`src/hw/rtl/mtp_pkg.sv`:
```
`timescale 1ns / 1ps
package mtp_pkg;

    localparam int unsigned C_HEAD_LEN      = 12;
    localparam int unsigned C_POS_W         = 9;
    localparam int unsigned C_LEN_W         = 10;
    localparam int unsigned C_INDEX_W       = 7;
    localparam int unsigned C_MAX_REGISTERS = 125;

    localparam logic [C_POS_W-1:0] C_POS_MAX    = 9'd511;
    localparam logic [C_POS_W-1:0] C_DATA_START = 9'd9;

    localparam logic [C_LEN_W-1:0] C_RESP_MIN_LEN  = 10'd8;
    localparam logic [C_LEN_W-1:0] C_READ_MIN_LEN  = 10'd9;
    localparam logic [C_LEN_W-1:0] C_FULL_MIN_LEN  = 10'd12;
    localparam logic [C_LEN_W-1:0] C_DATA_START_LEN = 10'd9;

    localparam logic [7:0] C_FC_READ_HOLDING = 8'h03;
    localparam logic [7:0] C_FC_WRITE_SINGLE = 8'h06;

    localparam logic [C_INDEX_W-1:0] C_MAX_REG_COUNT = C_INDEX_W'(C_MAX_REGISTERS);

    localparam logic C_ROLE_RESPONSE = 1'b0;
    localparam logic C_ROLE_REQUEST  = 1'b1;

    localparam logic C_KIND_WORD    = 1'b0;
    localparam logic C_KIND_SUMMARY = 1'b1;

    typedef enum logic [1:0] {
        ST_OK        = 2'd0,
        ST_SHORT     = 2'd1,
        ST_BAD_COUNT = 2'd2,
        ST_BAD_FUNC  = 2'd3
    } t_status;

    typedef struct packed {
        logic                 kind;
        logic                 run_last;
        logic [1:0]           status;
        logic [15:0]          transaction_id;
        logic [15:0]          protocol_id;
        logic [15:0]          length_field;
        logic [7:0]           unit_id;
        logic [7:0]           function_code;
        logic [15:0]          address;
        logic [15:0]          data_word;
        logic [C_INDEX_W-1:0] word_index;
    } t_result;

endpackage

```
`src/hw/rtl/mtp_in_if.sv`:
```
`timescale 1ns / 1ps
interface mtp_in_if;
    logic       valid;
    logic       ready;
    logic [7:0] frame_byte;
    logic       frame_end;

    modport source (output valid, output frame_byte, output frame_end, input ready);
    modport sink   (input valid, input frame_byte, input frame_end, output ready);
endinterface

```
`src/hw/rtl/mtp_out_if.sv`:
```
`timescale 1ns / 1ps
interface mtp_out_if;
    logic        valid;
    logic        ready;
    logic        kind;
    logic        run_last;
    logic [1:0]  status;
    logic [15:0] transaction_id;
    logic [15:0] protocol_id;
    logic [15:0] length_field;
    logic [7:0]  unit_id;
    logic [7:0]  function_code;
    logic [15:0] address;
    logic [15:0] data_word;
    logic [6:0]  word_index;

    modport source (
        output valid, output kind, output run_last, output status,
        output transaction_id, output protocol_id, output length_field,
        output unit_id, output function_code, output address,
        output data_word, output word_index, input ready
    );
    modport sink (
        input valid, input kind, input run_last, input status,
        input transaction_id, input protocol_id, input length_field,
        input unit_id, input function_code, input address,
        input data_word, input word_index, output ready
    );
endinterface

```
`src/hw/rtl/modbus_tcp_frame_parser.sv`:
```
`timescale 1ns / 1ps
// modbus tcp frame parser
// i_in: frame bytes, one item per byte, frame_end high on the last byte of a frame
// o_out: result items; kind 0 is a register word, kind 1 the frame summary
// i_cfg_we / i_cfg_wdata: role register, 0 parses responses, 1 parses requests;
//   write it only while no frame is in progress
// each accepted byte is parsed in the cycle it is taken and gives zero, one or two
// results; they enter a four-entry result queue and, if it was empty, the first
// appears on o_out the cycle after the byte was accepted
// throughput is one byte per cycle while i_in.ready is high; a final byte that also
// completes a register word yields two results, which leave the queue one by one
// i_in.ready is high while the queue has room for two results, so a stalled
// receiver holds results in the queue and stops input once three are waiting
// reset clears the byte position, the role and the stored header fields (unit id
// resets to one) and empties the queue; the header byte store needs no reset
module modbus_tcp_frame_parser (
    input  logic                  i_clk,
    input  logic                  i_rst_n,
    input  logic                  i_cfg_we,
    input  logic                  i_cfg_wdata,
    mtp_in_if.sink                i_in,
    mtp_out_if.source             o_out
);
    import mtp_pkg::*;

    localparam int unsigned FIFO_DEPTH = 4;
    localparam int unsigned FIFO_AW    = 2;

    logic                 r_role;
    logic [C_POS_W-1:0]   r_pos, n_pos;
    logic [7:0]           r_head [C_HEAD_LEN];
    logic [7:0]           n_head [C_HEAD_LEN];
    logic [7:0]           r_held, n_held;
    logic [15:0]          r_first, n_first;
    logic [15:0]          r_trans, n_trans;
    logic [15:0]          r_proto, n_proto;
    logic [15:0]          r_length, n_length;
    logic [7:0]           r_unit, n_unit;
    logic [7:0]           r_func, n_func;
    logic [15:0]          r_addr, n_addr;
    logic [15:0]          r_quant, n_quant;
    logic [15:0]          r_value, n_value;
    logic [C_INDEX_W-1:0] r_count, n_count;

    t_result              r_fifo [FIFO_DEPTH];
    logic [FIFO_AW-1:0]   r_wr_ptr, r_rd_ptr;
    logic [FIFO_AW:0]     r_fill;

    logic                 accept;
    logic                 pop;
    logic [C_POS_W-1:0]   q_off;
    logic [7:0]           word_idx;
    logic [C_INDEX_W-1:0] rc;
    logic                 stream_ok;
    logic                 word_valid;
    logic                 sum_valid;
    logic [15:0]          word_val;
    logic [C_LEN_W-1:0]   len;
    logic [C_LEN_W-1:0]   data_end;
    t_status              status;
    t_result              word_res;
    t_result              sum_res;
    logic [1:0]           push_cnt;

    assign accept = i_in.valid & i_in.ready;
    assign pop    = o_out.valid & o_out.ready;

    always_comb begin
        for (int k = 0; k < C_HEAD_LEN; k++) begin
            n_head[k] = r_head[k];
        end
        if (r_pos < C_POS_W'(C_HEAD_LEN)) begin
            n_head[r_pos[3:0]] = i_in.frame_byte;
        end

        n_pos    = r_pos;
        n_held   = r_held;
        n_first  = r_first;
        n_trans  = r_trans;
        n_proto  = r_proto;
        n_length = r_length;
        n_unit   = r_unit;
        n_func   = r_func;
        n_addr   = r_addr;
        n_quant  = r_quant;
        n_value  = r_value;
        n_count  = r_count;
        status   = ST_OK;

        // register word streaming
        q_off     = r_pos - C_DATA_START;
        word_idx  = q_off[C_POS_W-1:1];
        rc        = n_head[8][7:1];
        word_val  = {r_held, i_in.frame_byte};
        stream_ok = (r_role == C_ROLE_RESPONSE) && (r_pos >= C_DATA_START)
                    && (n_head[7] == C_FC_READ_HOLDING) && (rc <= C_MAX_REG_COUNT)
                    && (word_idx < {1'b0, rc});
        word_valid = accept & stream_ok & q_off[0];
        if (accept && stream_ok && !q_off[0]) begin
            n_held = i_in.frame_byte;
        end
        if (word_valid && word_idx == 8'd0) begin
            n_first = word_val;
        end

        // end of frame checks and commit
        len       = {1'b0, r_pos} + C_LEN_W'(1);
        data_end  = C_DATA_START_LEN + {2'b00, n_head[8]};
        sum_valid = accept & i_in.frame_end;
        if (i_in.frame_end) begin
            if (r_role == C_ROLE_RESPONSE) begin
                if (len < C_RESP_MIN_LEN) begin
                    status = ST_SHORT;
                end else begin
                    n_trans  = {n_head[0], n_head[1]};
                    n_proto  = {n_head[2], n_head[3]};
                    n_length = {n_head[4], n_head[5]};
                    n_unit   = n_head[6];
                    n_func   = n_head[7];
                    if (n_head[7] == C_FC_READ_HOLDING) begin
                        if (len < C_READ_MIN_LEN) begin
                            status = ST_SHORT;
                        end else begin
                            n_count = rc;
                            if (rc > C_MAX_REG_COUNT) begin
                                status = ST_BAD_COUNT;
                            end else if (len < data_end) begin
                                status = ST_SHORT;
                            end else if (rc != '0) begin
                                n_value = n_first;
                            end
                        end
                    end else if (n_head[7] == C_FC_WRITE_SINGLE) begin
                        if (len < C_FULL_MIN_LEN) begin
                            status = ST_SHORT;
                        end else begin
                            n_addr  = {n_head[8], n_head[9]};
                            n_value = {n_head[10], n_head[11]};
                        end
                    end else begin
                        status = ST_BAD_FUNC;
                    end
                end
            end else begin
                if (len < C_FULL_MIN_LEN) begin
                    status = ST_SHORT;
                end else begin
                    n_trans  = {n_head[0], n_head[1]};
                    n_proto  = {n_head[2], n_head[3]};
                    n_length = {n_head[4], n_head[5]};
                    n_unit   = n_head[6];
                    n_func   = n_head[7];
                    n_addr   = {n_head[8], n_head[9]};
                    if (n_head[7] == C_FC_READ_HOLDING) begin
                        n_quant = {n_head[10], n_head[11]};
                    end else if (n_head[7] == C_FC_WRITE_SINGLE) begin
                        n_value = {n_head[10], n_head[11]};
                    end else begin
                        status = ST_BAD_FUNC;
                    end
                end
            end
        end

        if (i_in.frame_end) begin
            n_pos = '0;
        end else if (r_pos < C_POS_MAX) begin
            n_pos = r_pos + C_POS_W'(1);
        end

        word_res                = '0;
        word_res.kind           = C_KIND_WORD;
        word_res.run_last       = ~i_in.frame_end;
        word_res.data_word      = word_val;
        word_res.word_index     = word_idx[C_INDEX_W-1:0];

        sum_res.kind            = C_KIND_SUMMARY;
        sum_res.run_last        = 1'b1;
        sum_res.status          = status;
        sum_res.transaction_id  = n_trans;
        sum_res.protocol_id     = n_proto;
        sum_res.length_field    = n_length;
        sum_res.unit_id         = n_unit;
        sum_res.function_code   = n_func;
        sum_res.address         = n_addr;
        sum_res.data_word       = (r_role == C_ROLE_REQUEST && n_func == C_FC_READ_HOLDING)
                                  ? n_quant : n_value;
        sum_res.word_index      = n_count;

        push_cnt = {1'b0, word_valid} + {1'b0, sum_valid};
    end

    always_ff @(posedge i_clk) begin
        if (!i_rst_n) begin
            r_role   <= C_ROLE_RESPONSE;
            r_pos    <= '0;
            r_trans  <= '0;
            r_proto  <= '0;
            r_length <= '0;
            r_unit   <= 8'd1;
            r_func   <= '0;
            r_addr   <= '0;
            r_quant  <= '0;
            r_value  <= '0;
            r_count  <= '0;
        end else begin
            if (i_cfg_we) begin
                r_role <= i_cfg_wdata;
            end
            if (accept) begin
                r_pos    <= n_pos;
                r_trans  <= n_trans;
                r_proto  <= n_proto;
                r_length <= n_length;
                r_unit   <= n_unit;
                r_func   <= n_func;
                r_addr   <= n_addr;
                r_quant  <= n_quant;
                r_value  <= n_value;
                r_count  <= n_count;
            end
        end
    end

    always_ff @(posedge i_clk) begin
        if (accept) begin
            for (int k = 0; k < C_HEAD_LEN; k++) begin
                r_head[k] <= n_head[k];
            end
            r_held  <= n_held;
            r_first <= n_first;
        end
        if (word_valid) begin
            r_fifo[r_wr_ptr] <= word_res;
        end
        if (sum_valid) begin
            r_fifo[r_wr_ptr + FIFO_AW'(word_valid)] <= sum_res;
        end
    end

    always_ff @(posedge i_clk) begin
        if (!i_rst_n) begin
            r_wr_ptr <= '0;
            r_rd_ptr <= '0;
            r_fill   <= '0;
        end else begin
            r_wr_ptr <= r_wr_ptr + FIFO_AW'(push_cnt);
            if (pop) begin
                r_rd_ptr <= r_rd_ptr + FIFO_AW'(1);
            end
            r_fill <= r_fill + (FIFO_AW+1)'(push_cnt) - (FIFO_AW+1)'(pop);
        end
    end

    assign i_in.ready = (r_fill <= (FIFO_AW+1)'(FIFO_DEPTH - 2));

    assign o_out.valid          = (r_fill != '0);
    assign o_out.kind           = r_fifo[r_rd_ptr].kind;
    assign o_out.run_last       = r_fifo[r_rd_ptr].run_last;
    assign o_out.status         = r_fifo[r_rd_ptr].status;
    assign o_out.transaction_id = r_fifo[r_rd_ptr].transaction_id;
    assign o_out.protocol_id    = r_fifo[r_rd_ptr].protocol_id;
    assign o_out.length_field   = r_fifo[r_rd_ptr].length_field;
    assign o_out.unit_id        = r_fifo[r_rd_ptr].unit_id;
    assign o_out.function_code  = r_fifo[r_rd_ptr].function_code;
    assign o_out.address        = r_fifo[r_rd_ptr].address;
    assign o_out.data_word      = r_fifo[r_rd_ptr].data_word;
    assign o_out.word_index     = r_fifo[r_rd_ptr].word_index;

endmodule
```
`src/flat_wrapper.sv`:
```
// flat-port wrapper written by rule: the top's interface ports become plain ports
module modbus_tcp_frame_parser_flat import mtp_pkg::*;
  (i_clk, i_rst_n, i_cfg_we, i_cfg_wdata, i_in_valid, i_in_frame_byte, i_in_frame_end, i_in_ready, o_out_valid, o_out_kind, o_out_run_last, o_out_status, o_out_transaction_id, o_out_protocol_id, o_out_length_field, o_out_unit_id, o_out_function_code, o_out_address, o_out_data_word, o_out_word_index, o_out_ready);
  mtp_in_if i_in_i ();
  mtp_out_if o_out_i ();
  input  logic i_clk;
  input  logic i_rst_n;
  input  logic i_cfg_we;
  input  logic i_cfg_wdata;
  input wire logic [$bits(i_in_i.valid)-1:0] i_in_valid;
  input wire logic [$bits(i_in_i.frame_byte)-1:0] i_in_frame_byte;
  input wire logic [$bits(i_in_i.frame_end)-1:0] i_in_frame_end;
  output wire logic [$bits(i_in_i.ready)-1:0] i_in_ready;
  output wire logic [$bits(o_out_i.valid)-1:0] o_out_valid;
  output wire logic [$bits(o_out_i.kind)-1:0] o_out_kind;
  output wire logic [$bits(o_out_i.run_last)-1:0] o_out_run_last;
  output wire logic [$bits(o_out_i.status)-1:0] o_out_status;
  output wire logic [$bits(o_out_i.transaction_id)-1:0] o_out_transaction_id;
  output wire logic [$bits(o_out_i.protocol_id)-1:0] o_out_protocol_id;
  output wire logic [$bits(o_out_i.length_field)-1:0] o_out_length_field;
  output wire logic [$bits(o_out_i.unit_id)-1:0] o_out_unit_id;
  output wire logic [$bits(o_out_i.function_code)-1:0] o_out_function_code;
  output wire logic [$bits(o_out_i.address)-1:0] o_out_address;
  output wire logic [$bits(o_out_i.data_word)-1:0] o_out_data_word;
  output wire logic [$bits(o_out_i.word_index)-1:0] o_out_word_index;
  input wire logic [$bits(o_out_i.ready)-1:0] o_out_ready;
  assign i_in_i.valid = i_in_valid;
  assign i_in_i.frame_byte = i_in_frame_byte;
  assign i_in_i.frame_end = i_in_frame_end;
  assign i_in_ready = i_in_i.ready;
  assign o_out_valid = o_out_i.valid;
  assign o_out_kind = o_out_i.kind;
  assign o_out_run_last = o_out_i.run_last;
  assign o_out_status = o_out_i.status;
  assign o_out_transaction_id = o_out_i.transaction_id;
  assign o_out_protocol_id = o_out_i.protocol_id;
  assign o_out_length_field = o_out_i.length_field;
  assign o_out_unit_id = o_out_i.unit_id;
  assign o_out_function_code = o_out_i.function_code;
  assign o_out_address = o_out_i.address;
  assign o_out_data_word = o_out_i.data_word;
  assign o_out_word_index = o_out_i.word_index;
  assign o_out_i.ready = o_out_ready;
  modbus_tcp_frame_parser u_core (.i_clk(i_clk), .i_rst_n(i_rst_n), .i_cfg_we(i_cfg_we), .i_cfg_wdata(i_cfg_wdata), .i_in(i_in_i), .o_out(o_out_i));
endmodule
```
`config.mk`:
```
export PLATFORM = sky130hd
export DESIGN_NAME = modbus_tcp_frame_parser_flat
export DESIGN_NICKNAME = d
export VERILOG_FILES = /design/src/hw/rtl/mtp_pkg.sv /design/src/hw/rtl/mtp_in_if.sv /design/src/hw/rtl/mtp_out_if.sv /design/src/hw/rtl/modbus_tcp_frame_parser.sv /design/src/flat_wrapper.sv
export SDC_FILE = /design/constraint.sdc
export NUM_CORES = 1
export LEC_CHECK = 0
export BUFFER_PORTS_ARGS = -buffer_cell sky130_fd_sc_hd__clkbuf_2
export CAP_MARGIN = 40
export CELL_PAD_IN_SITES_DETAIL_PLACEMENT = 1
export CELL_PAD_IN_SITES_GLOBAL_PLACEMENT = 1
export CORE_UTILIZATION = 50
export DETAILED_ROUTE_END_ITERATION = 10
export PLACE_DENSITY_LB_ADDON = 0.1
export SKIP_CTS_REPAIR_TIMING = 1
export SLEW_MARGIN = 20
export SYNTH_ARGS = -nofsm -noshare
export SYNTH_HDL_FRONTEND = slang
export SYNTH_SLANG_ARGS = --single-unit
```
`constraint.sdc`:
```
create_clock -name i_clk -period 37.3 [get_ports i_clk]
set_input_delay 9.325 -clock i_clk [delete_from_list [all_inputs] [get_ports i_clk]]
set_output_delay 9.325 -clock i_clk [all_outputs]
set_load 0.02 [all_outputs]
```
==> results.py, run 1 <==
metrics = {
    "sta": {
        "fin_skew_ns": 0.0210,
        "finalHoldViolations": 0,
        "min_period_ns": 14.90,
        "tightest_slew_ns": 0.914,
        "grt_setup_unrepaired": "false",
        "whs_ns": 0.472,
        "drv_slew": 0,
        "slew_headroom_pct": 39.0,
        "post-route-period-util_pct": 39.9,
        "setup_viol_count_final": 0,
        "fmax_mhz": 67.1,
        "setup_tns_ns": 0,
    },
    "cts": {
        "cts-root-buf": "clkbuf_16",
        "path_clk_slew_ns": 0.06,
        "clock_path_buffers": 3,
        "cts-htree-levels": 3,
        "cts_buffers": 75,
        "cts.sinks": 686,
        "cts_tree": "built",
        "insertion_delay_ns": 0.63,
    },
    "floorplan": {
        "start_util_pct": 50.5,
        "die_h_um": 254,
        "dieArea_um2": 64600,
        "placementRows": 92,
        "fp.dieW_um": 254,
        "core_um2": 63000,
        "io_pins": 124,
    },
    "place": {
        "port-buffer-count": 123,
        "place_inst": 3492,
        "dp_hpwl_um": 58300,
        "routabilityCongestion": 0.837,
    },
    "grt": {
        "grt_max_degree": 82,
        "gr-total-overflow": 0,
        "met3_usage_pct": 3.87,
        "gr-usage-met2_pct": 49.6,
        "use_met1_pct": 38.2,
        "grt_pass1_vias": 23500,
        "antenna_found_initial": 0,
        "grt_busiest_layer": "met2",
        "grt_pass1_wl_um": 141000,
        "grt_util_all_layers_pct": 29.1,
    },
    "yosys": {
        "yosys.area_share.xor_xnor_pct": 0.827,
        "ys_warn_count": 0,
        "syn-num-nets": 2710,
        "ys_types": 75,
        "yosysSeqAreaShare_pct": 60.2,
        "synth.avg_cell_area_um2": 11.9,
        "yosys.area_share.adder_pct": 1.01,
        "synth-simple-area-share_pct": 12.1,
        "synth_mux_area_share_pct": 10.6,
        "synth_top_family_by_area": "simple AND/OR/NAND/NOR gates",
        "ys.flop_type": "edfxtp_1",
        "async_flop_share_pct": 0,
        "synth-compound-area-share_pct": 11.2,
        "syn_inst": 2670,
        "synth-edff-count": 540,
        "synth_seq_cells": 686,
        "syn_area_um2": 31800,
    },
    "worst_setup_path": {
        "start_kind": "input port",
        "critPathTopFamily": "simple AND/OR/NAND/NOR gates",
        "regToRegStartpoint": "u_core.r_pos[3]",
        "path_class": "in2reg",
        "crit_arrival_ns": 15.18,
        "critPathMaxStageDelay_ns": 0.77,
        "slowest_stage": "nand2_4",
        "required_ns": 37.59,
        "end_kind": "register",
        "rr_worst_depth": 16,
        "ff2ff_setup_slack_ns": 29.37,
        "r2r_end": "u_core.r_fifo[3][84]",
        "cp_num_buf_inv": 5,
        "path_cells": "clkbuf_2, mux2i_1, ha_1, nor2b_1, a2111oi_0, and3_1, buf_4, nand4_1, inv_1, ha_1, xor2_1, nand3_4, nand2_4, buf_4, buf_16",
        "startpoint": "i_in_frame_byte[7]",
        "critPathMaxFanout": 50,
    },
    "route": {
        "wirelength_um": 93000,
        "routedWlPerCell_um": 25.6,
        "first_pass_iters": 5,
        "ant_nets": 0,
        "num_vias": 22400,
        "drtIter0Drc": 1787,
        "drc_errors": 0,
        "vias_per_cell": 6.16,
    },
    "final_layout": {
        "num-nets-final": 2766,
        "nFillCells": 6378,
        "syn_to_final_growth_pct": 13.4,
        "finalNonFillerCells": 3635,
        "diodes": 0,
        "final_cell_mix": "edfxtp_1, nor2_1, nand2_1, dfxtp_1, a21oi_1",
        "drive_above_1_share_pct": 16.6,
        "layout_commonest_cell": "edfxtp_1",
    },
    "worst_hold_path": {
        "hp-class": "reg2reg",
        "hp-start": "u_core.r_fifo[1][106]",
        "min_path_cells": 2,
        "hold-path-endpoint": "u_core.r_fifo[1][106]",
    },
    "status": {
        "outcome": "finished clean",
    },
    "power": {
        "total_power_w": 0.00206,
        "vdd_ir_drop_max_uv": 40.0,
        "leakagePower_nw": 13.7,
        "power_density_nw_per_um2": 57.1,
    },
    "flow_run": {
        "cap_viol_max_count": 0,
    },
}
==> flip-flops by register name, indices dropped and copies added, names as in the netlist, named ones only <==
register	cells
u_core.r_quant	16
u_core.r_head	96
u_core.r_wr_ptr	2
u_core.r_count	7
u_core.r_held	8
u_core.r_role	1
u_core.r_value	16
u_core.r_first	16
u_core.r_rd_ptr	2
u_core.r_length	16
u_core.r_func	8
u_core.r_trans	16
u_core.r_fill	3
u_core.r_proto	16
u_core.r_pos	9
u_core.r_unit	8
u_core.r_fifo	428
u_core.r_addr	16
==> metrics by stage <==
stage | worst slack (ns) | utilization, % | cell area, µm²
after global routing | 22.02 | 57.3 | 36100
after floorplan | 17.82 | - | 31800
final | 22.40 | 57.3 | 36100
after CTS | 22.41 | 57.2 | 36000
after global placement | 21.41 | 52.5 | 33100
after detailed placement | 21.80 | 53.2 | 33500
==> how the worst max path moves through the flow <==
stage / to / slack, ns / cells after the start
floorplan: u_core.r_fifo[0][0] / 17.82 / 12
global placement: u_core.r_fifo[3][17] / 21.41 / 13
detailed placement: u_core.r_fifo[3][17] / 21.80 / 14
CTS: u_core.r_fifo[3][8] / 22.41 / 15
global route: u_core.r_fifo[3][8] / 22.02 / 15
finish: u_core.r_fifo[3][84] / 22.40 / 15
==> synth_stat cells, types with 5 or more instances <==
master	number	area [µm²]
a31oi_1	28	175
mux2_2	15	169
a211oi_1	13	97.6
o21ai_1	11	55.1
a32oi_1	12	105
o221a_2	12	135
o22ai_1	34	213
buf_1	26	97.6
dfxtp_1	146	2920
o21ai_0	122	611
nor2b_1	27	169
nand4_1	6	37.5
a21o_1	16	120
a221o_1	11	110
o211ai_1	12	90.1
nor3b_1	20	150
nand3_1	83	415
nor2_1	468	1760
nand2b_1	7	43.8
mux2i_1	79	791
a21oi_1	132	661
edfxtp_1	540	16200
clkbuf_1	155	582
a21boi_0	7	52.6
nand4b_1	5	43.8
ha_1	24	300
mux4_2	107	2410
xor2_1	10	87.6
o21a_1	5	37.5
xnor2_1	20	175
nor4_1	8	50.1
and2_1	35	219
nand2_1	162	608
nor3_1	9	45.0
buf_2	22	110
inv_1	124	465
o211a_1	74	741
and3_1	10	62.6
a22oi_1	7	52.6
==> power by group <==
part | total, W | internal [W] | switching, W
clock network | 0.000749 | 0.000436 | 0.000313
logic | 0.000402 | 0.000146 | 0.000256
registers | 0.000909 | 0.000884 | 0.0000250
total | 0.00206 | 0.00147 | 0.000594
==> cell type report <==
| class | instances | area, µm² | share of cell area (%) |
|---|---|---|---|
| inverters | 126 | 475 | 1.32 |
| multi-input cells | 1652 | 11500 | 31.9 |
| clock inverters | 26 | 302 | 0.836 |
| clock buffers | 114 | 2180 | 6.06 |
| well taps | 846 | 1060 | 2.94 |
| repair buffers | 185 | 1400 | 3.88 |
| flip-flops and latches | 686 | 19100 | 53.1 |
==> logic make-up after synthesis <==
kind of cell / count (synthesis)
and+or+nand+nor: 869
adders and majority gates: 25
DFF: 686
xor gates and xnor gates: 30
AOI/OAI and AO/OA: 527
buffers and inverters: 332
muxes: 201
==> worst register-to-register path, cell delays in order, from the launching register on <==
cell	delay (ns)
dfxtp_1	0.81
nor4b_2	0.68
and3_1	0.68
mux2i_1	0.55
ha_1	0.35
nor2b_1	0.14
a2111oi_0	0.55
and3_1	0.23
buf_4	0.27
nand4_1	0.31
inv_1	0.21
ha_1	0.24
xor2_1	0.33
nand3_4	0.58
nand2_4	0.79
buf_4	0.48
buf_16	0.35
==> layer usage <==
layer  part of all wire [%]  wire, µm  up-vias
met5                      0         0        -
met4                    3.1      2870        0
met3                    4.6      4240      176
met2                     50     46600      661
met1                     42     39300    11600
li1                       -         -     9924
No activity file was read; power rests on OpenSTA's default activity.
==> inputs of run 2 (changes only) <==
Clock period 37.3 ns to 14.5 ns, I/O delays scaled along.
==> run 2 against run 1 <==
Compared with the run above: the run now ends with design-rule violations left; largest power group unchanged; highest routed layer unchanged; clock skew about the same; wire length decreased by 0.25%; sequential share of layout area increased by 0.30 points; sequential cell count unchanged; clock power increased by 140%; combinational power increased to 2.6 times the previous value; total power increased to 2.5 times the previous value.
==> results.py, run 2 (synthesis results as in run 1) <==
metrics = {
    "worst_setup_path": {
        "critPathMostFrequentCell": "buf_4",
        "rr_worst_depth": 16,
        "cp_num_buf_inv": 6,
        "critPathMaxStageDelay_ns": 0.69,
        "regToRegStartpoint": "u_core.r_pos[3]",
        "path_class": "in2reg",
        "crit_arrival_ns": 9.49,
        "start_kind": "input port",
        "slowest_stage": "or3_4",
        "critPathMaxFanout": 47,
        "required_ns": 14.80,
        "end_kind": "register",
        "ff2ff_setup_slack_ns": 6.78,
        "critPathTopFamily": "buffers and inverters",
        "r2r_end": "u_core.r_fifo[0][18]",
        "path_cells": "clkbuf_2, or4_4, or4_1, mux2i_4, and3_1, buf_4, nand4_1, inv_1, ha_1, or3_4, o31ai_4, buf_4, buf_4, buf_12",
    },
    "worst_hold_path": {
        "hp-class": "reg2reg",
        "hp-start": "u_core.r_fifo[1][106]",
        "hold-path-endpoint": "u_core.r_fifo[1][106]",
        "min_path_cells": 2,
    },
    "sta": {
        "setup_tns_ns": 0,
        "setup_viol_count_final": 0,
        "grt_setup_unrepaired": "false",
        "slew_headroom_pct": 39.6,
        "min_period_ns": 9.19,
        "post-route-period-util_pct": 63.4,
        "finalHoldViolations": 0,
        "tightest_slew_ns": 0.893,
        "fin_skew_ns": 0.0205,
        "drv_slew": 0,
        "fmax_mhz": 109,
    },
    "floorplan": {
        "die_h_um": 254,
        "start_util_pct": 50.5,
        "placementRows": 92,
        "core_um2": 63000,
        "fp.dieW_um": 254,
        "dieArea_um2": 64600,
        "io_pins": 124,
    },
    "route": {
        "routedWlPerCell_um": 25.6,
        "vias_per_cell": 6.12,
        "num_vias": 22200,
        "wirelength_um": 92800,
        "drtIter0Drc": 1691,
        "first_pass_iters": 9,
        "drc_errors": 2,
        "ant_nets": 0,
    },
    "final_layout": {
        "reg_top3": "u_core.r_fifo (428), u_core.r_head (96)",
        "largest_reg_flops": 428,
        "drive_above_1_share_pct": 16.3,
        "regMostFlops": "u_core.r_fifo",
        "num-nets-final": 2764,
        "layout_commonest_cell": "edfxtp_1",
        "syn_to_final_growth_pct": 12.8,
        "nFillCells": 6395,
        "stdcell_area_um2": 35900,
        "final_cell_mix": "edfxtp_1, nor2_1, nand2_1, dfxtp_1, a21oi_1",
    },
    "grt": {
        "grt_util_all_layers_pct": 29.0,
        "antenna_found_initial": 1,
        "gr-total-overflow": 0,
        "grt_pass1_vias": 23000,
        "grt_pass1_wl_um": 141000,
        "grt_max_degree": 83,
    },
    "power": {
        "vdd_ir_drop_max_uv": 89.8,
        "leakagePower_nw": 13.6,
        "power_density_nw_per_um2": 145,
    },
    "cts": {
        "path_clk_slew_ns": 0.06,
        "clock_path_buffers": 3,
        "insertion_delay_ns": 0.62,
        "cts-htree-levels": 3,
        "cts-root-buf": "clkbuf_16",
        "cts_buffers": 73,
        "cts_tree": "built",
        "cts.sinks": 686,
    },
    "place": {
        "port-buffer-count": 123,
        "dp_hpwl_um": 57300,
        "routabilityCongestion": 0.835,
        "dpl-instance-area_um2": 33400,
    },
    "flow_run": {
        "cap_viol_max_count": 0,
    },
    "status": {
        "outcome": "finished, violations left",
        "violations": "design-rule violations",
    },
}
-- run 2: worst max-delay path by stage --
stage	slack, ns	cells past startpoint	endpoint	start
2_1_floorplan	0.72	12	u_core.r_fifo[0][0]	i_in_frame_byte[6]
3_3_place_gp	4.26	13	u_core.r_fifo[3][32]	i_in_frame_byte[7]
3_5_place_dp	4.33	14	u_core.r_fifo[0][16]	i_in_frame_byte[7]
4_1_cts	4.97	14	u_core.r_fifo[0][16]	i_in_frame_byte[7]
5_1_grt	5.02	14	u_core.r_fifo[3][30]	i_in_frame_byte[7]
6_report	5.31	14	u_core.r_fifo[0][18]	i_in_frame_byte[7]
-- run 2: layout make-up --
class                           count  area, µm²  area share, %
Clock buffer                      108       2060           5.75
Antenna cell                        1       2.50        0.00698
Timing Repair Buffer              185       1370           3.81
Tap cell                          846       1060           2.95
Sequential cell                   686      19100           53.4
Multi-Input combinational cell   1652      11500           32.1
Inverter                          126        475           1.33
Clock inverter                     27        243          0.677
-- run 2: tightest hold or removal path, stage by stage (launching register included) --
cell and delay [ns]:
dfxtp_1 0.32, inv_1 0.05, o21ai_0 0.07
-- run 2: metrics by stage --
| stage | std cells | setup slack [ns] | util [%] | hold WS, ns | total power [W] |
|---|---|---|---|---|---|
| after CTS | 3624 | 4.97 | 56.8 | 0.488 | 0.00523 |
| after global routing | 3630 | 5.02 | 56.9 | 0.511 | 0.00538 |
| after global placement | 3469 | 4.26 | 52.5 | 0.456 | 0.00336 |
| after detailed placement | 3489 | 4.33 | 53.1 | 0.475 | 0.00341 |
| after floorplan | 2670 | 0.716 | - | 0.442 | 0.00304 |
| final | 3631 | 5.31 | 56.9 | 0.486 | 0.00520 |
-- run 2: where the power goes --
part | switching (W) | internal [W] | total, W
Combinational | 0.000657 | 0.000374 | 0.00103
Clock | 0.000784 | 0.00104 | 0.00183
Sequential | 0.0000634 | 0.00227 | 0.00234
-- run 2: routing by layer --
metal	global-route usage, %	share of wire (%)	vias to the layer above
met5	0	0	-
met4	9.24	2.4	0
met3	3.59	5.4	133
met2	49.9	51	704
met1	38.4	42	11500
li1	-	-	9917
